### src/hdl/kcdv_pkg.sv
// Shared types, constants and the check digit alphabet for the key check digit verifier.
// No dependencies; imported by every module of the block.
`timescale 1ns / 1ps

package kcdv_pkg;

    localparam int CHAR_W           = 8;
    localparam int HASH_W           = 28;
    localparam int DIGIT_W          = 6;
    localparam int HASHED_CHARS_DEF = 9;
    localparam int CHECK_DIGITS_DEF = 4;

    // x / 9 for x below 2**26: (x * DIV9_MULT) >> DIV9_SHIFT
    localparam int              DIV9_SHIFT = 30;
    localparam logic [26:0]     DIV9_MULT  = 27'd119304648;

    localparam logic [1:0] VERDICT_MATCH      = 2'd0;
    localparam logic [1:0] VERDICT_MISMATCH   = 2'd1;
    localparam logic [1:0] VERDICT_SHORT_KEY  = 2'd2;
    localparam logic [1:0] VERDICT_SHORT_HASH = 2'd3;

    typedef struct packed {
        logic [HASH_W-1:0] hash;
        logic [HASH_W-1:0] quo;
        logic              short_key;
        logic              zero_seen;
        logic              mismatch;
    } kcdv_pkt_t;

    // scrambled base-36 symbol set
    function automatic logic [CHAR_W-1:0] kcdv_symbol(input logic [DIGIT_W-1:0] idx);
        logic [CHAR_W-1:0] sym;
        case (idx)
            6'd0:    sym = 8'h30;
            6'd1:    sym = 8'h50;
            6'd2:    sym = 8'h39;
            6'd3:    sym = 8'h4F;
            6'd4:    sym = 8'h38;
            6'd5:    sym = 8'h49;
            6'd6:    sym = 8'h37;
            6'd7:    sym = 8'h55;
            6'd8:    sym = 8'h36;
            6'd9:    sym = 8'h59;
            6'd10:   sym = 8'h35;
            6'd11:   sym = 8'h54;
            6'd12:   sym = 8'h34;
            6'd13:   sym = 8'h52;
            6'd14:   sym = 8'h33;
            6'd15:   sym = 8'h45;
            6'd16:   sym = 8'h32;
            6'd17:   sym = 8'h57;
            6'd18:   sym = 8'h31;
            6'd19:   sym = 8'h51;
            6'd20:   sym = 8'h4C;
            6'd21:   sym = 8'h4B;
            6'd22:   sym = 8'h4A;
            6'd23:   sym = 8'h48;
            6'd24:   sym = 8'h47;
            6'd25:   sym = 8'h46;
            6'd26:   sym = 8'h44;
            6'd27:   sym = 8'h53;
            6'd28:   sym = 8'h4D;
            6'd29:   sym = 8'h4E;
            6'd30:   sym = 8'h42;
            6'd31:   sym = 8'h56;
            6'd32:   sym = 8'h43;
            6'd33:   sym = 8'h58;
            6'd34:   sym = 8'h41;
            6'd35:   sym = 8'h5A;
            default: sym = 8'h00;
        endcase
        return sym;
    endfunction

endpackage

### src/hdl/kcdv_accum.sv
// Input register, running ELF hash, tail shift register and end-of-key snapshot register.
// Depends on kcdv_pkg.
`timescale 1ns / 1ps

module kcdv_accum
    import kcdv_pkg::*;
#(
    parameter int HASHED_CHARS = HASHED_CHARS_DEF,
    parameter int CHECK_DIGITS = CHECK_DIGITS_DEF
)
(
    input  logic                             clk,
    input  logic                             rst_n,
    input  logic                             in_valid,
    output logic                             in_ready,
    input  logic [CHAR_W-1:0]                in_char,
    input  logic                             in_last,
    output logic                             snap_valid,
    input  logic                             snap_ready,
    output kcdv_pkt_t                        snap_pkt,
    output logic [CHECK_DIGITS*CHAR_W-1:0]   snap_tail
);

    localparam int HC_W = $clog2(HASHED_CHARS + 1);
    localparam int CC_W = $clog2(CHECK_DIGITS + 1);

    logic                                   in_valid_reg;
    logic [CHAR_W-1:0]                      char_reg;
    logic                                   last_reg;

    logic [HASH_W-1:0]                      hash_reg;
    logic [HASH_W-1:0]                      hash_next;
    logic [HC_W-1:0]                        hcnt_reg;
    logic [HC_W-1:0]                        hcnt_next;
    logic [CC_W-1:0]                        ccnt_reg;
    logic [CC_W-1:0]                        ccnt_next;
    logic [CHECK_DIGITS-1:0][CHAR_W-1:0]    tail_reg;
    logic [CHECK_DIGITS-1:0][CHAR_W-1:0]    tail_next;

    logic                                   snap_valid_reg;
    kcdv_pkt_t                              snap_pkt_reg;
    logic [CHECK_DIGITS*CHAR_W-1:0]         snap_tail_reg;

    logic [31:0]                            h_sum;
    logic [HASH_W-1:0]                      h_elf;
    logic                                   snap_free;
    logic                                   in_take;
    logic                                   snap_load;

    always_comb
    begin
        h_sum = {hash_reg, 4'b0000} + 32'(char_reg);
        h_elf = {h_sum[27:8], h_sum[7:4] ^ h_sum[31:28], h_sum[3:0]};

        if (hcnt_reg < HC_W'(HASHED_CHARS))
        begin
            hash_next = h_elf;
            hcnt_next = hcnt_reg + HC_W'(1);
        end
        else
        begin
            hash_next = hash_reg;
            hcnt_next = hcnt_reg;
        end

        tail_next[0] = char_reg;
        for (int i = 1; i < CHECK_DIGITS; i++)
        begin
            tail_next[i] = tail_reg[i-1];
        end

        if (ccnt_reg < CC_W'(CHECK_DIGITS))
        begin
            ccnt_next = ccnt_reg + CC_W'(1);
        end
        else
        begin
            ccnt_next = ccnt_reg;
        end
    end

    // non-final chars never wait on the result side
    assign snap_free = !snap_valid_reg || snap_ready;
    assign in_take   = in_valid_reg && (!last_reg || snap_free);
    assign snap_load = in_take && last_reg;
    assign in_ready  = !in_valid_reg || in_take;

    always_ff @(posedge clk or negedge rst_n)
    begin
        if (!rst_n)
        begin
            in_valid_reg <= 1'b0;
        end
        else if (in_ready)
        begin
            in_valid_reg <= in_valid;
        end
    end

    always_ff @(posedge clk)
    begin
        if (in_valid && in_ready)
        begin
            char_reg <= in_char;
            last_reg <= in_last;
        end
    end

    always_ff @(posedge clk or negedge rst_n)
    begin
        if (!rst_n)
        begin
            hash_reg <= '0;
            hcnt_reg <= '0;
            ccnt_reg <= '0;
            tail_reg <= '0;
        end
        else if (in_take)
        begin
            if (last_reg)
            begin
                hash_reg <= '0;
                hcnt_reg <= '0;
                ccnt_reg <= '0;
                tail_reg <= '0;
            end
            else
            begin
                hash_reg <= hash_next;
                hcnt_reg <= hcnt_next;
                ccnt_reg <= ccnt_next;
                tail_reg <= tail_next;
            end
        end
    end

    always_ff @(posedge clk or negedge rst_n)
    begin
        if (!rst_n)
        begin
            snap_valid_reg <= 1'b0;
        end
        else if (snap_load)
        begin
            snap_valid_reg <= 1'b1;
        end
        else if (snap_ready)
        begin
            snap_valid_reg <= 1'b0;
        end
    end

    always_ff @(posedge clk)
    begin
        if (snap_load)
        begin
            snap_pkt_reg.hash      <= hash_next;
            snap_pkt_reg.quo       <= hash_next;
            snap_pkt_reg.short_key <= (ccnt_next < CC_W'(CHECK_DIGITS));
            snap_pkt_reg.zero_seen <= 1'b0;
            snap_pkt_reg.mismatch  <= 1'b0;
            snap_tail_reg          <= tail_next;
        end
    end

    assign snap_valid = snap_valid_reg;
    assign snap_pkt   = snap_pkt_reg;
    assign snap_tail  = snap_tail_reg;

    a_ccnt_bound: assert property (@(posedge clk) disable iff (!rst_n)
        ccnt_reg <= CC_W'(CHECK_DIGITS))
        else $error("char count beyond check digit count");

    a_hcnt_bound: assert property (@(posedge clk) disable iff (!rst_n)
        hcnt_reg <= HC_W'(HASHED_CHARS))
        else $error("hashed count beyond limit");

    a_clear_after_key: assert property (@(posedge clk) disable iff (!rst_n)
        snap_load |=> (ccnt_reg == '0) && (hcnt_reg == '0) && (hash_reg == '0) && snap_valid_reg)
        else $error("key state not cleared after final char");

endmodule

### config.mk
export PLATFORM = sky130hd
export DESIGN_NAME = kcdv_accum
export DESIGN_NICKNAME = d
export VERILOG_FILES = /design/src/hdl/kcdv_pkg.sv /design/src/hdl/kcdv_accum.sv
export SDC_FILE = /design/constraint.sdc
export NUM_CORES = 1
export LEC_CHECK = 0
export BUFFER_PORTS_ARGS = -buffer_cell sky130_fd_sc_hd__clkbuf_2
export CORE_ASPECT_RATIO = 1.75
export CORE_MARGIN = 4
export CORE_UTILIZATION = 55
export DETAILED_ROUTE_END_ITERATION = 10
export PLACE_DENSITY_LB_ADDON = 0.25
export SYNTH_ARGS = -nofsm -noshare
export SYNTH_HDL_FRONTEND = slang
export SYNTH_SLANG_ARGS = --single-unit
### constraint.sdc
create_clock -name clk -period 4.9 [get_ports clk]
set_input_delay 0.49 -clock clk [delete_from_list [all_inputs] [get_ports clk]]
set_output_delay 0.49 -clock clk [all_outputs]
set_load 0.1 [all_outputs]
* Word-level counts from Yosys, hierarchy flattened
Index checks and enable logic that the tools add are counted.
** Word-level totals
- Register bits after elaboration :: 131
- Input bits :: 13
** Cells by class
- Add/subtract/negate cells :: 3
- Magnitude comparators :: 3
- Mux-type cells :: 9
- Bitwise operators :: 1
- Reductions and logical operators :: 12
** Operators with widths (number)
- 28-bit 2-to-1 mux :: 2
- 32-bit by 8-bit adder with 32-bit output :: 1
- 24-bit 2-to-1 mux :: 1
- 4-bit 2-to-1 mux :: 2
- 3-bit less-than comparator, second input constant :: 2
- 3-bit 2-to-1 mux :: 2
- 4-bit by 1-bit adder with 4-bit output, second input constant :: 1
- 4-bit less-than comparator, second input constant :: 1
- 2-bit nonzero test :: 2
- 4-bit bitwise XOR :: 1
- 3-bit by 1-bit adder with 3-bit output, second input constant :: 1
- 1-bit logical AND :: 3
- 1-bit logical NOT :: 3
- 1-bit logical OR :: 3
- 1-bit 2-to-1 mux :: 2
- 2-bit AND reduction :: 1

* Depth between registers and ports, before layout
Gate-level depths: netlist (run 1).
- Depth in word-level cells :: 6
- Depth in mapped cells :: 8
- Depth with buffers taken out :: 7

* Worst setup path before layout (run 1)
Ideal clock, no wire load.
- Kind :: register to register
- Start point :: register snap_valid_reg (netlist: snap_valid)
- End point :: register snap_pkt_reg (netlist bit snap_pkt[10]), enable pin
- Library setup time :: 482 ps
- Data arrival time :: 3981 ps
- Required time :: 4418 ps
- Path slack :: 437 ps
- Cell stages (with the launch flop) :: 5
- Period minus slack after synthesis :: 4463 ps
- Cells stage by stage :: dfrtp_1 -> nand3b_1 -> nand2_1 -> clkbuf_1 -> nor2_1
** On the way
- Word-level cells in the longest chain between the ends :: 5
** Ends and longest elaborated chain
- start, declared :: line kcdv_accum.sv:40 : logic snap_valid_reg;
- start signal, assigned :: line kcdv_accum.sv:141 : snap_valid_reg <= 1'b0;
- start signal, assigned :: line kcdv_accum.sv:145 : snap_valid_reg <= 1'b1;
- start signal, assigned :: line kcdv_accum.sv:149 : snap_valid_reg <= 1'b0;
- 1-bit logical NOT :: line kcdv_accum.sv:83 : assign snap_free = !snap_valid_reg || snap_ready;
- 1-bit logical OR :: line kcdv_accum.sv:83
- 1-bit logical OR :: line kcdv_accum.sv:84 : assign in_take = in_valid_reg && (!last_reg || snap_free);
- 1-bit logical AND :: line kcdv_accum.sv:84
- 1-bit logical AND :: line kcdv_accum.sv:85 : assign snap_load = in_take && last_reg;
- via snap_load :: line kcdv_accum.sv:48 : logic snap_load;
- end, declared :: line kcdv_accum.sv:41 : kcdv_pkt_t snap_pkt_reg;
The timed path passes the listed nets, and every way through them passes these cells.
A chain may end at the register's enable or synchronous reset.

* Final worst setup path (run 1)
- Start point :: register in_valid_reg
- End point :: register snap_tail_reg[14] (netlist: snap_tail[14]), enable pin
** On the way
- Word-level cells in the longest chain between the ends :: 2
** Ends and longest elaborated chain
- start, declared :: line kcdv_accum.sv:27 : logic in_valid_reg;
- start signal, assigned :: line kcdv_accum.sv:96 : in_valid_reg <= in_valid;
- 1-bit logical AND :: line kcdv_accum.sv:84
- 1-bit logical AND :: line kcdv_accum.sv:85
- via snap_load :: line kcdv_accum.sv:48
- end signal, assigned :: line kcdv_accum.sv:162 : snap_tail_reg <= tail_next;
- end, declared :: line kcdv_accum.sv:42 : logic [CHECK_DIGITS*CHAR_W-1:0] snap_tail_reg;
The timed path passes the listed nets, and every way through them passes these cells.

==> results by group, run 1 <==
Floorplan
  – Die height: about 140 µm
  – CORE AREA: 9970 µm²
  – Die W: around 85 µm
  – Initial Util: 0.5651
  – Row count: 48
  – Io pins: 106
  – Die area: 11,990 µm²

Timing
  – Tcrit/Tclk final: 0.5548
  – Tmin final: 2.719 ns
  – Max Freq: 367.8 MHz
  – Slew headroom: 0.4118
  – Setup Skew: 0.007783 ns
  – RSZ-0062 raised after global routing: false
  – Worst slew pin tran: 0.8823 ns
  – Slew Viols, Final: 0
  – Final setup viols: 0
  – Final hold violations: 0
  – Setup TNS: 0 ns

Synth
  – Main synth FF type: edfxtp_1
  – Synth area leader: edfxtp_1
  – Post-synthesis cell count: 492
  – Count of cell types in the netlist: 39
  – Number of synthesized flops with an enable pin: 70
  – Register bit total from synthesis: 131
  – Mapped cell area: 5634 µm²
  – Yosys warns: 0
  – Synth top area share: 0.3731
  – Synth area leaders: edfxtp_1 37%, dfrtp_1 27%, nand2_1 6.5%, buf_4 4.0%, nand3_1 3.5%
  – Post-synthesis sequential area ratio: 0.6440
  – FFs w/ async S/R, synth: 0.4656
  – Synth Area per Inst: about 11 µm²

Clocking
  – Reg clk slew, reported paths: 0.06 ns
  – CTS Sinks: between 100 and 150
  – Number of CTS-inserted buffers: 17
  – # hold bufs at CTS: 0
  – PostCTS Resize Cnt: 0
  – Clock Tree Buf Depth: 2
  – Setup Fix Bufs, Post-CTS: 0
  – Root Driver: clkbuf_16
  – H-tree levels: 4
  – Clock latency on the worst-skew pair: approximately 0.41 ns
  – CTS tree: built

Placement
  – Dpl hpwl: between 8 and 9 mm
  – GP Congestion: 0.8218
  – # port buffers: 103

Pwr
  – Clock network fraction of design power: 0.435
  – Sw frac: 0.3042
  – Sequential Power Share: 0.384
  – Power per cell area: 519.0 nW/µm²
  – Power share of the combinational group: 0.181
  – VDD IR max: 0.3400 mV
  – Psw: 1.074 mW
  – Leakage: 3.096 nW
  – PnR Total Power: 3.530 mW
  – Internal power: 2.456 mW

Worst setup path
  – Worst setup SP type: flip-flop
  – Crit Path Category: reg -> reg
  – Critical Path RT: roughly 5 ns
  – Crit-path max FO: 36
  – Crit end category: flip-flop
  – Critical Path AT: 2.81 ns

Layout
  – Max FFs per register: 32
  – P&R area growth vs syn: 20.74%
  – Layout net count: 593
  – Layout cells sized above 1: 0.2598
  – Most common cell after layout, fill and taps aside: clkbuf_2
  – Most frequent cells in the layout: 103 x clkbuf_2, 97 x nand2_1, 70 x edfxtp_1
  – N_diodes: 0
  – FILL cells: 745

Routing
  – Number of remaining DRC errors: 0
  – DR WL/cell: 17.05 µm
  – Final wirelength: 12.10 mm
  – Total number of vias: 3,876
  – Initial drt markers: 278
  – DRT Pass-1 Iters: 5
  – DRT antenna net count: 0
  – Vias per inst: approximately 5.5

Hold path
  – HP Class: in -> async

Global routing
  – Grt total ovfl: 0
  – Largest net degree at the start of global routing: 62
  – GR Util met1: 0.2321
  – GRT Util Overall: 0.2130
  – Global-route wire length before repair: 19.79 mm
  – Met2 Resource Use GR: 0.3924
  – Vias in the first global route: just under 4,000
  – Initial antenna violation count: 0
  – Gr busiest metal: met2
  – GR Layer Usage met3: 0.05113

Job
  – Max-cap violations: 0

Outcome
  – Status: completed
==> worst max-delay path: stages (launching register included) <==
cell and delay (ns):
dfrtp_1 0.91, nand2_1 0.10, buf_4 0.29, nor2_4 0.67, buf_4 0.40
==> metrics by stage <==
step           std cells  hold slack, ns  instance area [µm²]    util  worst slack [ns]
3_3_place_gp         678          0.4339                 6082  0.6101             2.261
3_5_place_dp         678          0.4326                 6082  0.6101             2.247
6_report             710          0.2499                 6803  0.6824             2.181
2_1_floorplan        493          0.1944                 5638       -            0.4375
4_1_cts              710          0.2405                 6803  0.6824             2.207
5_1_grt              710          0.2320                 6803  0.6824             1.982
==> power by group through the flow <==
stage	Clock (mW)	Combinational, mW	Sequential (mW)
final	1.54	0.641	1.35
after global routing	1.61	0.673	1.37
after CTS	1.55	0.645	1.35
after detailed placement	0	0.640	1.37
after global placement	0	0.629	1.37
after floorplan	0	0.311	1.59
==> synth_stat cells, types with 3 or more instances <==
cell,n
xor2_1,20
o21ai_1,4
buf_1,3
o21ai_0,25
a22o_1,8
nand2_1,97
xnor2_1,10
dfrtp_1,61
and2_1,3
clkbuf_1,16
a21oi_1,25
inv_1,7
mux2_2,3
edfxtp_1,70
nor2_1,27
buf_4,30
ha_1,7
nand4_1,10
and3_1,4
nand3_1,39
==> kinds of logic (layout without fill, tap and decap cells) <==
kind of cell / Yosys count / after routing / share of synthesized area
simple gates: 191 / 191 / 0.1537
flops: 131 / 131 / 0.6440
compound gates: 69 / 69 / 0.07018
buf+inv: 59 / 151 / 0.05974
xor+xnor: 30 / 30 / 0.04664
fa+ha+maj: 8 / 8 / 0.01910
mux: 3 / 3 / 0.005996
other cells: 1 / 2 / 0.0006656
==> worst paths after layout <==
kind	cells after the start	slack, ns	startpoint	end
max in group asynchronous	2	4.10	rst_n	hash_reg[22]
min in group clk	1	0.25	in_char[3]	char_reg[3]
worst min register to register	0	0.45	tail_next[26]	snap_tail[26]
worst max-delay path	4	2.18	in_valid_reg	snap_tail[14]
worst min-delay path	2	0.25	rst_n	hash_reg[13]
worst max register to register	4	2.18	in_valid_reg	snap_tail[14]
==> metal layers <==
layer  part of all wire  up-vias
met5                  0        -
met4              0.024        0
met3              0.042       24
met2               0.57      104
met1               0.37     1909
li1                   -     1839
==> area by class of cell <==
| type | instances | area [µm²] | share of cell area |
|---|---|---|---|
| Tap cell | 125 | 156.4 | 0.02299 |
| Sequential cell | 131 | 3628 | 0.5334 |
| Clock inverter | 13 | 277.8 | 0.04083 |
| Inverter | 8 | 30.03 | 0.004414 |
| Timing Repair Buffer | 111 | 575.6 | 0.08461 |
| Multi-Input combinational cell | 303 | 1692 | 0.2487 |
| Clock buffer | 19 | 442.9 | 0.06511 |
Power figures use the tool's default switching activity.
==> run 2, diff against run 1 <==
--- a/config.mk
+++ b/config.mk
@@ -8,7 +8,7 @@
 export BUFFER_PORTS_ARGS = -buffer_cell sky130_fd_sc_hd__clkbuf_2
 export CORE_ASPECT_RATIO = 1.75
 export CORE_MARGIN = 4
-export CORE_UTILIZATION = 55
+export CORE_UTILIZATION = 50
 export DETAILED_ROUTE_END_ITERATION = 10
 export PLACE_DENSITY_LB_ADDON = 0.25
 export SYNTH_ARGS = -nofsm -noshare
==> constraint.sdc (replaced) <==
create_clock -name clk -period 2.4 [get_ports clk]
set_input_delay 0.24 -clock clk [delete_from_list [all_inputs] [get_ports clk]]
set_output_delay 0.24 -clock clk [all_outputs]
set_load 0.1 [all_outputs]
==> run 2 against run 1 <==
Wire length up 4.6%. Non-clock buffer count grew 13. Cell count is 2.8% higher. Flip-flop and latch count unchanged. Combinational power is 110% higher. Sequential power rose by 100%. Critical path type unchanged.
==> results by group, run 2 (same netlist as run 1, synthesis figures left out) <==
Layout
  – Fin cells: 730 (was 710)
  – P&R area growth vs syn: 22.54% (was 20.74%)
  – Most common cell after layout, fill and taps aside: clkbuf_2 (unchanged)
  – Layout net count: 606 (was 593)
  – N_diodes: 0 (unchanged)
  – Max FFs per register: 32 (unchanged)
  – Layout cells sized above 1: 0.2759 (was 0.2598)
  – Most frequent cells in the layout: 103 x clkbuf_2, 96 x nand2_1, 70 x edfxtp_1 (was 103 x clkbuf_2, 97 x nand2_1, 70 x edfxtp_1)

Pwr
  – PnR Total Power: 6.967 mW (was 3.530 mW)
  – Power per cell area: 1009 nW/µm² (was 519.0 nW/µm²)
  – VDD IR max: 0.9339 mV (was 0.3400 mV)
  – Leakage: 3.135 nW (was 3.096 nW)

Worst setup path
  – Crit end category: flip-flop (unchanged)
  – Critical Path AT: 2.47 ns (was 2.81 ns)
  – Critical Path RT: 2.56 ns (was 4.99 ns)
  – Crit Path Category: reg -> reg (unchanged)
  – Crit-path max FO: 12 (was 36)
  – Max stage delay cell, worst path: fa_1 (was dfrtp_1)
  – Critical path, cell by cell: ha_1 -> fa_1 -> a21o_1 -> a21o_2 -> nand3_1 -> xnor2_1 -> mux2_2 (was nand2_1 -> buf_4 -> nor2_4 -> buf_4)
  – Delay of the slowest critical-path stage: 0.43 ns (was 0.91 ns)
  – Worst setup SP type: flip-flop (unchanged)

Clocking
  – CTS Sinks: 131 (unchanged)
  – CTS tree: built (unchanged)
  – Reg clk slew, reported paths: 0.06 ns (about the same)
  – Root Driver: clkbuf_16 (unchanged)
  – H-tree levels: 4 (unchanged)
  – Clock latency on the worst-skew pair: 0.41 ns (about the same)
  – Number of CTS-inserted buffers: 17 (unchanged)
  – Clock Tree Buf Depth: 2 (unchanged)

Placement
  – GP Congestion: 0.8653 (was 0.8218)
  – # port buffers: 103 (unchanged)
  – Dpl hpwl: 8.696 mm (was 8.014 mm)
  – Post-Place Cells: 693 (was 678)

Routing
  – DRT Pass-1 Iters: 4 (was 5)
  – Total number of vias: 3,926 (was 3,876)
  – Initial drt markers: 170 (was 278)
  – Number of remaining DRC errors: 0 (unchanged)
  – Final wirelength: 12.66 mm (was 12.10 mm)
  – DRT antenna net count: 0 (unchanged)
  – Vias per inst: 5.378 (was 5.459)
  – DR WL/cell: 17.34 µm (was 17.05 µm)

Global routing
  – Grt total ovfl: 0 (unchanged)
  – Global-route wire length before repair: 20.64 mm (was 19.79 mm)
  – GRT Util Overall: 0.2087 (was 0.2130)
  – Initial antenna violation count: 0 (unchanged)
  – Vias in the first global route: 4,080 (was 3,920)
  – Largest net degree at the start of global routing: 53 (was 62)

Timing
  – Tmin final: 2.306 ns (was 2.719 ns)
  – Setup Skew: 0.008150 ns (was 0.007783 ns)
  – Final setup viols: 0 (unchanged)
  – Worst slew pin tran: 0.5702 ns (was 0.8823 ns)
  – Slew headroom: 0.6184 (was 0.4118)
  – Slew Viols, Final: 0 (unchanged)
  – Max Freq: 433.6 MHz (was 367.8 MHz)
  – Tcrit/Tclk final: 0.9610 (was 0.5548)
  – RSZ-0062 raised after global routing: false (unchanged)
  – Final hold violations: 0 (unchanged)

Floorplan
  – CORE AREA: 11,100 µm² (was 9970 µm²)
  – Die height: 148.4 µm (was 141.9 µm)
  – Io pins: 106 (unchanged)
  – Die W: 88.25 µm (was 84.51 µm)
  – Die area: 13,100 µm² (was 11,990 µm²)
  – Initial Util: 0.5074 (was 0.5651)
  – Row count: 51 (was 48)

Job
  – Max-cap violations: 0 (unchanged)

Hold path
  – HP Class: in -> reg (was in -> async)

Outcome
  – Status: completed (unchanged)
run 2: cell count changes in the layout (fill, tap and decap cells not counted), sizes merged:
cell	change
clkinvlp	+1
dlygate4sd3	+5
buf	+8
clkinv	+1
clkbuf	+1
bufinv	-3
run 2: final timing paths:
path,to,slack (ns),cells past startpoint,from
hold / removal,char_reg[1],0.02,1,in_char[1]
hold reg to reg,snap_tail[24],0.44,0,tail_next[24]
min in group asynchronous,ccnt_reg[1],0.26,2,rst_n
setup reg to reg,snap_pkt[9],0.09,7,char_reg[4]
max in group asynchronous,hash_reg[26],1.55,3,rst_n
setup / recovery,snap_pkt[9],0.09,7,char_reg[4]
run 2: cell type report:
class	instances	area (µm²)
fill	916	4199
inverter	8	30.03
sequential	131	3632
clock buffer	20	456.7
multi-input combinational	303	1705
timing repair buffer	124	710.7
tap	132	165.2
clock inverter	12	203.9
run 2: worst max-delay path, delay by kind of cell (launching register included):
family	cells	cell delay [ns]
adder cells (fa/ha/maj)	2	0.69
AO/OA/AOI/OAI	2	0.49
flip-flops	1	0.41
multiplexers	1	0.27
AND/OR/NAND/NOR	1	0.13
XOR/XNOR	1	0.08
run 2: timing repair:
item / 4_1_cts / 5_1_grt
hold endpoints to repair: 13 / 0
hold buffers: 5 / 0
gates resized for setup: 0 / 2
setup buffers: 0 / 0
setup endpoints to repair: 0 / 10
run 2: routing by layer:
metal  up-vias  wire [µm]  track usage
met1      1916       4815       0.2367
met3        30        541      0.04435
met2       116       6861       0.3609
met5         -          0            0
li1       1864          -            -
met4         0        439       0.1074
run 2: power by group:
group	switching, mW	leakage, nW	total (mW)	internal, mW
combinational	1.09	1.34	1.35	0.260
clock	0.962	0.313	2.86	1.90
sequential	0.159	1.49	2.75	2.59
run 2: metrics by stage:
stage | cell area, µm² | worst slack (ns) | hold WS, ns | TNS (ns) | utilization
2_1_floorplan | 5664 | -0.02680 | -0.05559 | -0.3202 | -
3_3_place_gp | 6185 | 0.1057 | 0.1374 | 0 | 0.5570
3_5_place_dp | 6185 | 0.02900 | 0.1308 | 0 | 0.5570
4_1_cts | 6895 | 0.02851 | 0.001419 | 0 | 0.6210
5_1_grt | 6904 | 0.003731 | 0.002037 | 0 | 0.6218
6_report | 6904 | 0.09362 | 0.01533 | 0 | 0.6218
==> run 3, diff against run 2 <==
--- a/config.mk
+++ b/config.mk
@@ -11,6 +11,7 @@
 export CORE_UTILIZATION = 50
 export DETAILED_ROUTE_END_ITERATION = 10
 export PLACE_DENSITY_LB_ADDON = 0.25
+export REMOVE_ABC_BUFFERS = 1
 export SYNTH_ARGS = -nofsm -noshare
 export SYNTH_HDL_FRONTEND = slang
 export SYNTH_SLANG_ARGS = --single-unit
==> run 3 against run 2 <==
Critical path type unchanged. Via count up 0.61%. Clock power down 15%. Critical endpoint unchanged. The run now ends with negative hold slack left. Maximum frequency up 1.1%.
==> results by group, run 3 (same netlist as run 1, synthesis figures left out) <==
Placement
  – GP Congestion: 0.8273 (was 0.8653)
  – Dpl hpwl: 8.326 mm (was 8.696 mm)
  – Placement Setup Slack: 0.07227 ns (was 0.02900 ns)
  – # port buffers: 103 (unchanged)

Timing
  – Slew Viols, Final: 0 (unchanged)
  – Final hold violations: 3 (was 0)
  – Setup Skew: 0.008713 ns (was 0.008150 ns)
  – Slew headroom: 0.4520 (was 0.6184)
  – Max Freq: 438.3 MHz (was 433.6 MHz)
  – Tcrit/Tclk final: 0.9507 (was 0.9610)
  – RSZ-0062 raised after global routing: false (unchanged)
  – Hold WS: -0.01888 ns (was 0.01533 ns)
  – Setup TNS: 0 ns (unchanged)
  – Tmin final: 2.282 ns (was 2.306 ns)
  – Worst setup margin: 0.1183 ns (was 0.09362 ns)
  – Worst slew pin tran: 0.8220 ns (was 0.5702 ns)
  – Final setup viols: 0 (unchanged)

Layout
  – Multi-input logic area: 1695 µm² (was 1705 µm²)
  – P&R area growth vs syn: 20.12% (was 22.54%)
  – FF+latch area: 3628 µm² (was 3632 µm²)
  – Layout net count: 604 (was 606)
  – Most common cell after layout, fill and taps aside: clkbuf_2 (unchanged)
  – Most frequent cells in the layout: 103 x clkbuf_2, 96 x nand2_1, 70 x edfxtp_1 (unchanged)
  – FILL cells: 922 (was 916)
  – Layout cells sized above 1: 0.2718 (was 0.2759)
  – Fin util: 0.6095 (was 0.6218)
  – N_diodes: 0 (unchanged)
  – Max FFs per register: 32 (unchanged)

Worst setup path
  – Crit Path Category: reg -> reg (unchanged)
  – R2R Setup Slk: 0.12 ns (was 0.09 ns)
  – Crit-path max FO: 12 (unchanged)
  – Path depth of the worst reg2reg path: 7 (unchanged)
  – Delay of the slowest critical-path stage: 0.42 ns (was 0.43 ns)
  – Crit end category: flip-flop (unchanged)
  – Critical Path RT: 2.56 ns (about the same)
  – Max stage delay cell, worst path: fa_1 (unchanged)
  – Critical Path AT: 2.44 ns (was 2.47 ns)
  – Worst R2R End: snap_pkt[9] (unchanged)
  – Critical path, cell by cell: ha_1 -> fa_1 -> a21o_1 -> a21o_2 -> nand3_1 -> xnor2_1 -> mux2_2 (unchanged)
  – Reg-to-Reg Start: char_reg[4] (unchanged)
  – Worst setup SP type: flip-flop (unchanged)

Routing
  – DRT Pass-1 Iters: 4 (unchanged)
  – Number of remaining DRC errors: 0 (unchanged)
  – DRT antenna net count: 0 (unchanged)
  – Initial drt markers: 221 (was 170)
  – Vias per inst: 5.426 (was 5.378)
  – DR WL/cell: 16.96 µm (was 17.34 µm)
  – Final wirelength: 12.35 mm (was 12.66 mm)
  – Total number of vias: 3,950 (was 3,926)

Clocking
  – H-tree levels: 4 (unchanged)
  – Clock Tree Buf Depth: 2 (unchanged)
  – Clock latency on the worst-skew pair: 0.41 ns (about the same)
  – Reg clk slew, reported paths: 0.06 ns (about the same)
  – Setup Fix Bufs, Post-CTS: 0 (unchanged)
  – CTS tree: built (unchanged)
  – Root Driver: clkbuf_16 (unchanged)
  – Number of CTS-inserted buffers: 17 (unchanged)
  – CTS Sinks: 131 (unchanged)

Global routing
  – Initial antenna violation count: 0 (unchanged)
  – Global-route wire length before repair: 19.78 mm (was 20.64 mm)
  – Largest net degree at the start of global routing: 62 (was 53)
  – Grt total ovfl: 0 (unchanged)
  – GRT Util Overall: 0.1989 (was 0.2087)
  – Vias in the first global route: 3,903 (was 4,080)

Pwr
  – Power per cell area: 963.9 nW/µm² (was 1009 nW/µm²)
  – VDD IR max: 0.6642 mV (was 0.9339 mV)
  – Leakage: 3.077 nW (was 3.135 nW)
  – PnR Total Power: 6.523 mW (was 6.967 mW)

Floorplan
  – Row count: 51 (unchanged)
  – Initial Util: 0.5074 (unchanged)
  – Die area: 13,100 µm² (unchanged)
  – Die height: 148.4 µm (unchanged)
  – CORE AREA: 11,100 µm² (unchanged)
  – Io pins: 106 (unchanged)
  – Die W: 88.25 µm (unchanged)

Job
  – Max-cap violations: 0 (unchanged)

Outcome
  – Failing checks: negative hold slack
  – Status: finished, violations left (was completed)

Hold path
  – HP Class: in -> async (was in -> reg)
==> run 3: cell types whose count changed in the layout (fill, tap and decap cells not counted), sizes merged <==
cell	previous run	this run
clkbuf	123	121
clkinv	4	7
inv	8	11
dlygate4sd3	5	4
bufinv	5	1
buf	16	15
==> run 3: where the power goes <==
part / switching, mW / internal [mW]
registers: 0.163 / 2.59
logic: 1.08 / 0.250
clock network: 0.975 / 1.46
total: 2.22 / 4.30
==> run 3: layer usage <==
layer | GRT usage | wire (µm) | vias to the layer above
li1 | - | - | 1863
met3 | 0.04324 | 607 | 23
met1 | 0.2273 | 4584 | 1935
met4 | 0.09380 | 302 | 0
met5 | 0 | 0 | -
met2 | 0.3460 | 6851 | 129
==> run 3: timing repair <==
action | in CTS | in global routing
endpoints found under the setup margin | 0 | 18
gates resized for setup | 0 | 2
endpoints found under the hold margin | 4 | 0
hold buffers | 4 | 0
==> run 3: cell type report <==
cell class | count | area share
Inverter | 8 | 0.004437
Clock inverter | 14 | 0.01904
Clock buffer | 18 | 0.06489
Timing Repair Buffer | 122 | 0.1006
Tap cell | 132 | 0.02440
Multi-Input combinational cell | 303 | 0.2505
Sequential cell | 131 | 0.5361
==> run 3: how the worst max path moves through the flow <==
stage | start | slack, ns | to
6_report | char_reg[4] | 0.12 | snap_pkt[9]
5_1_grt | char_reg[4] | 0.07 | snap_pkt[9]
4_1_cts | char_reg[4] | 0.05 | snap_pkt[9]
3_5_place_dp | char_reg[4] | 0.07 | snap_pkt[9]
3_3_place_gp | char_reg[4] | 0.12 | snap_pkt[9]
2_1_floorplan | snap_valid | -2.34 | snap_pkt[10]
==> run 3: through the flow <==
| stage | cell area [µm²] | instances |
|---|---|---|
| 2_1_floorplan | 5331 | 442 |
| 3_3_place_gp | 6156 | 692 |
| 3_5_place_dp | 6156 | 692 |
| 4_1_cts | 6764 | 728 |
| 5_1_grt | 6768 | 728 |
| 6_report | 6768 | 728 |
==> run 3: critical path: cells and delay by family, from the launching register on <==
family,cells,cell delay (ns)
muxes,1,0.27
adders and majority gates,2,0.67
xor gates and xnor gates,1,0.09
DFF,1,0.40
and+or+nand+nor,1,0.12
AOI/OAI and AO/OA,2,0.49
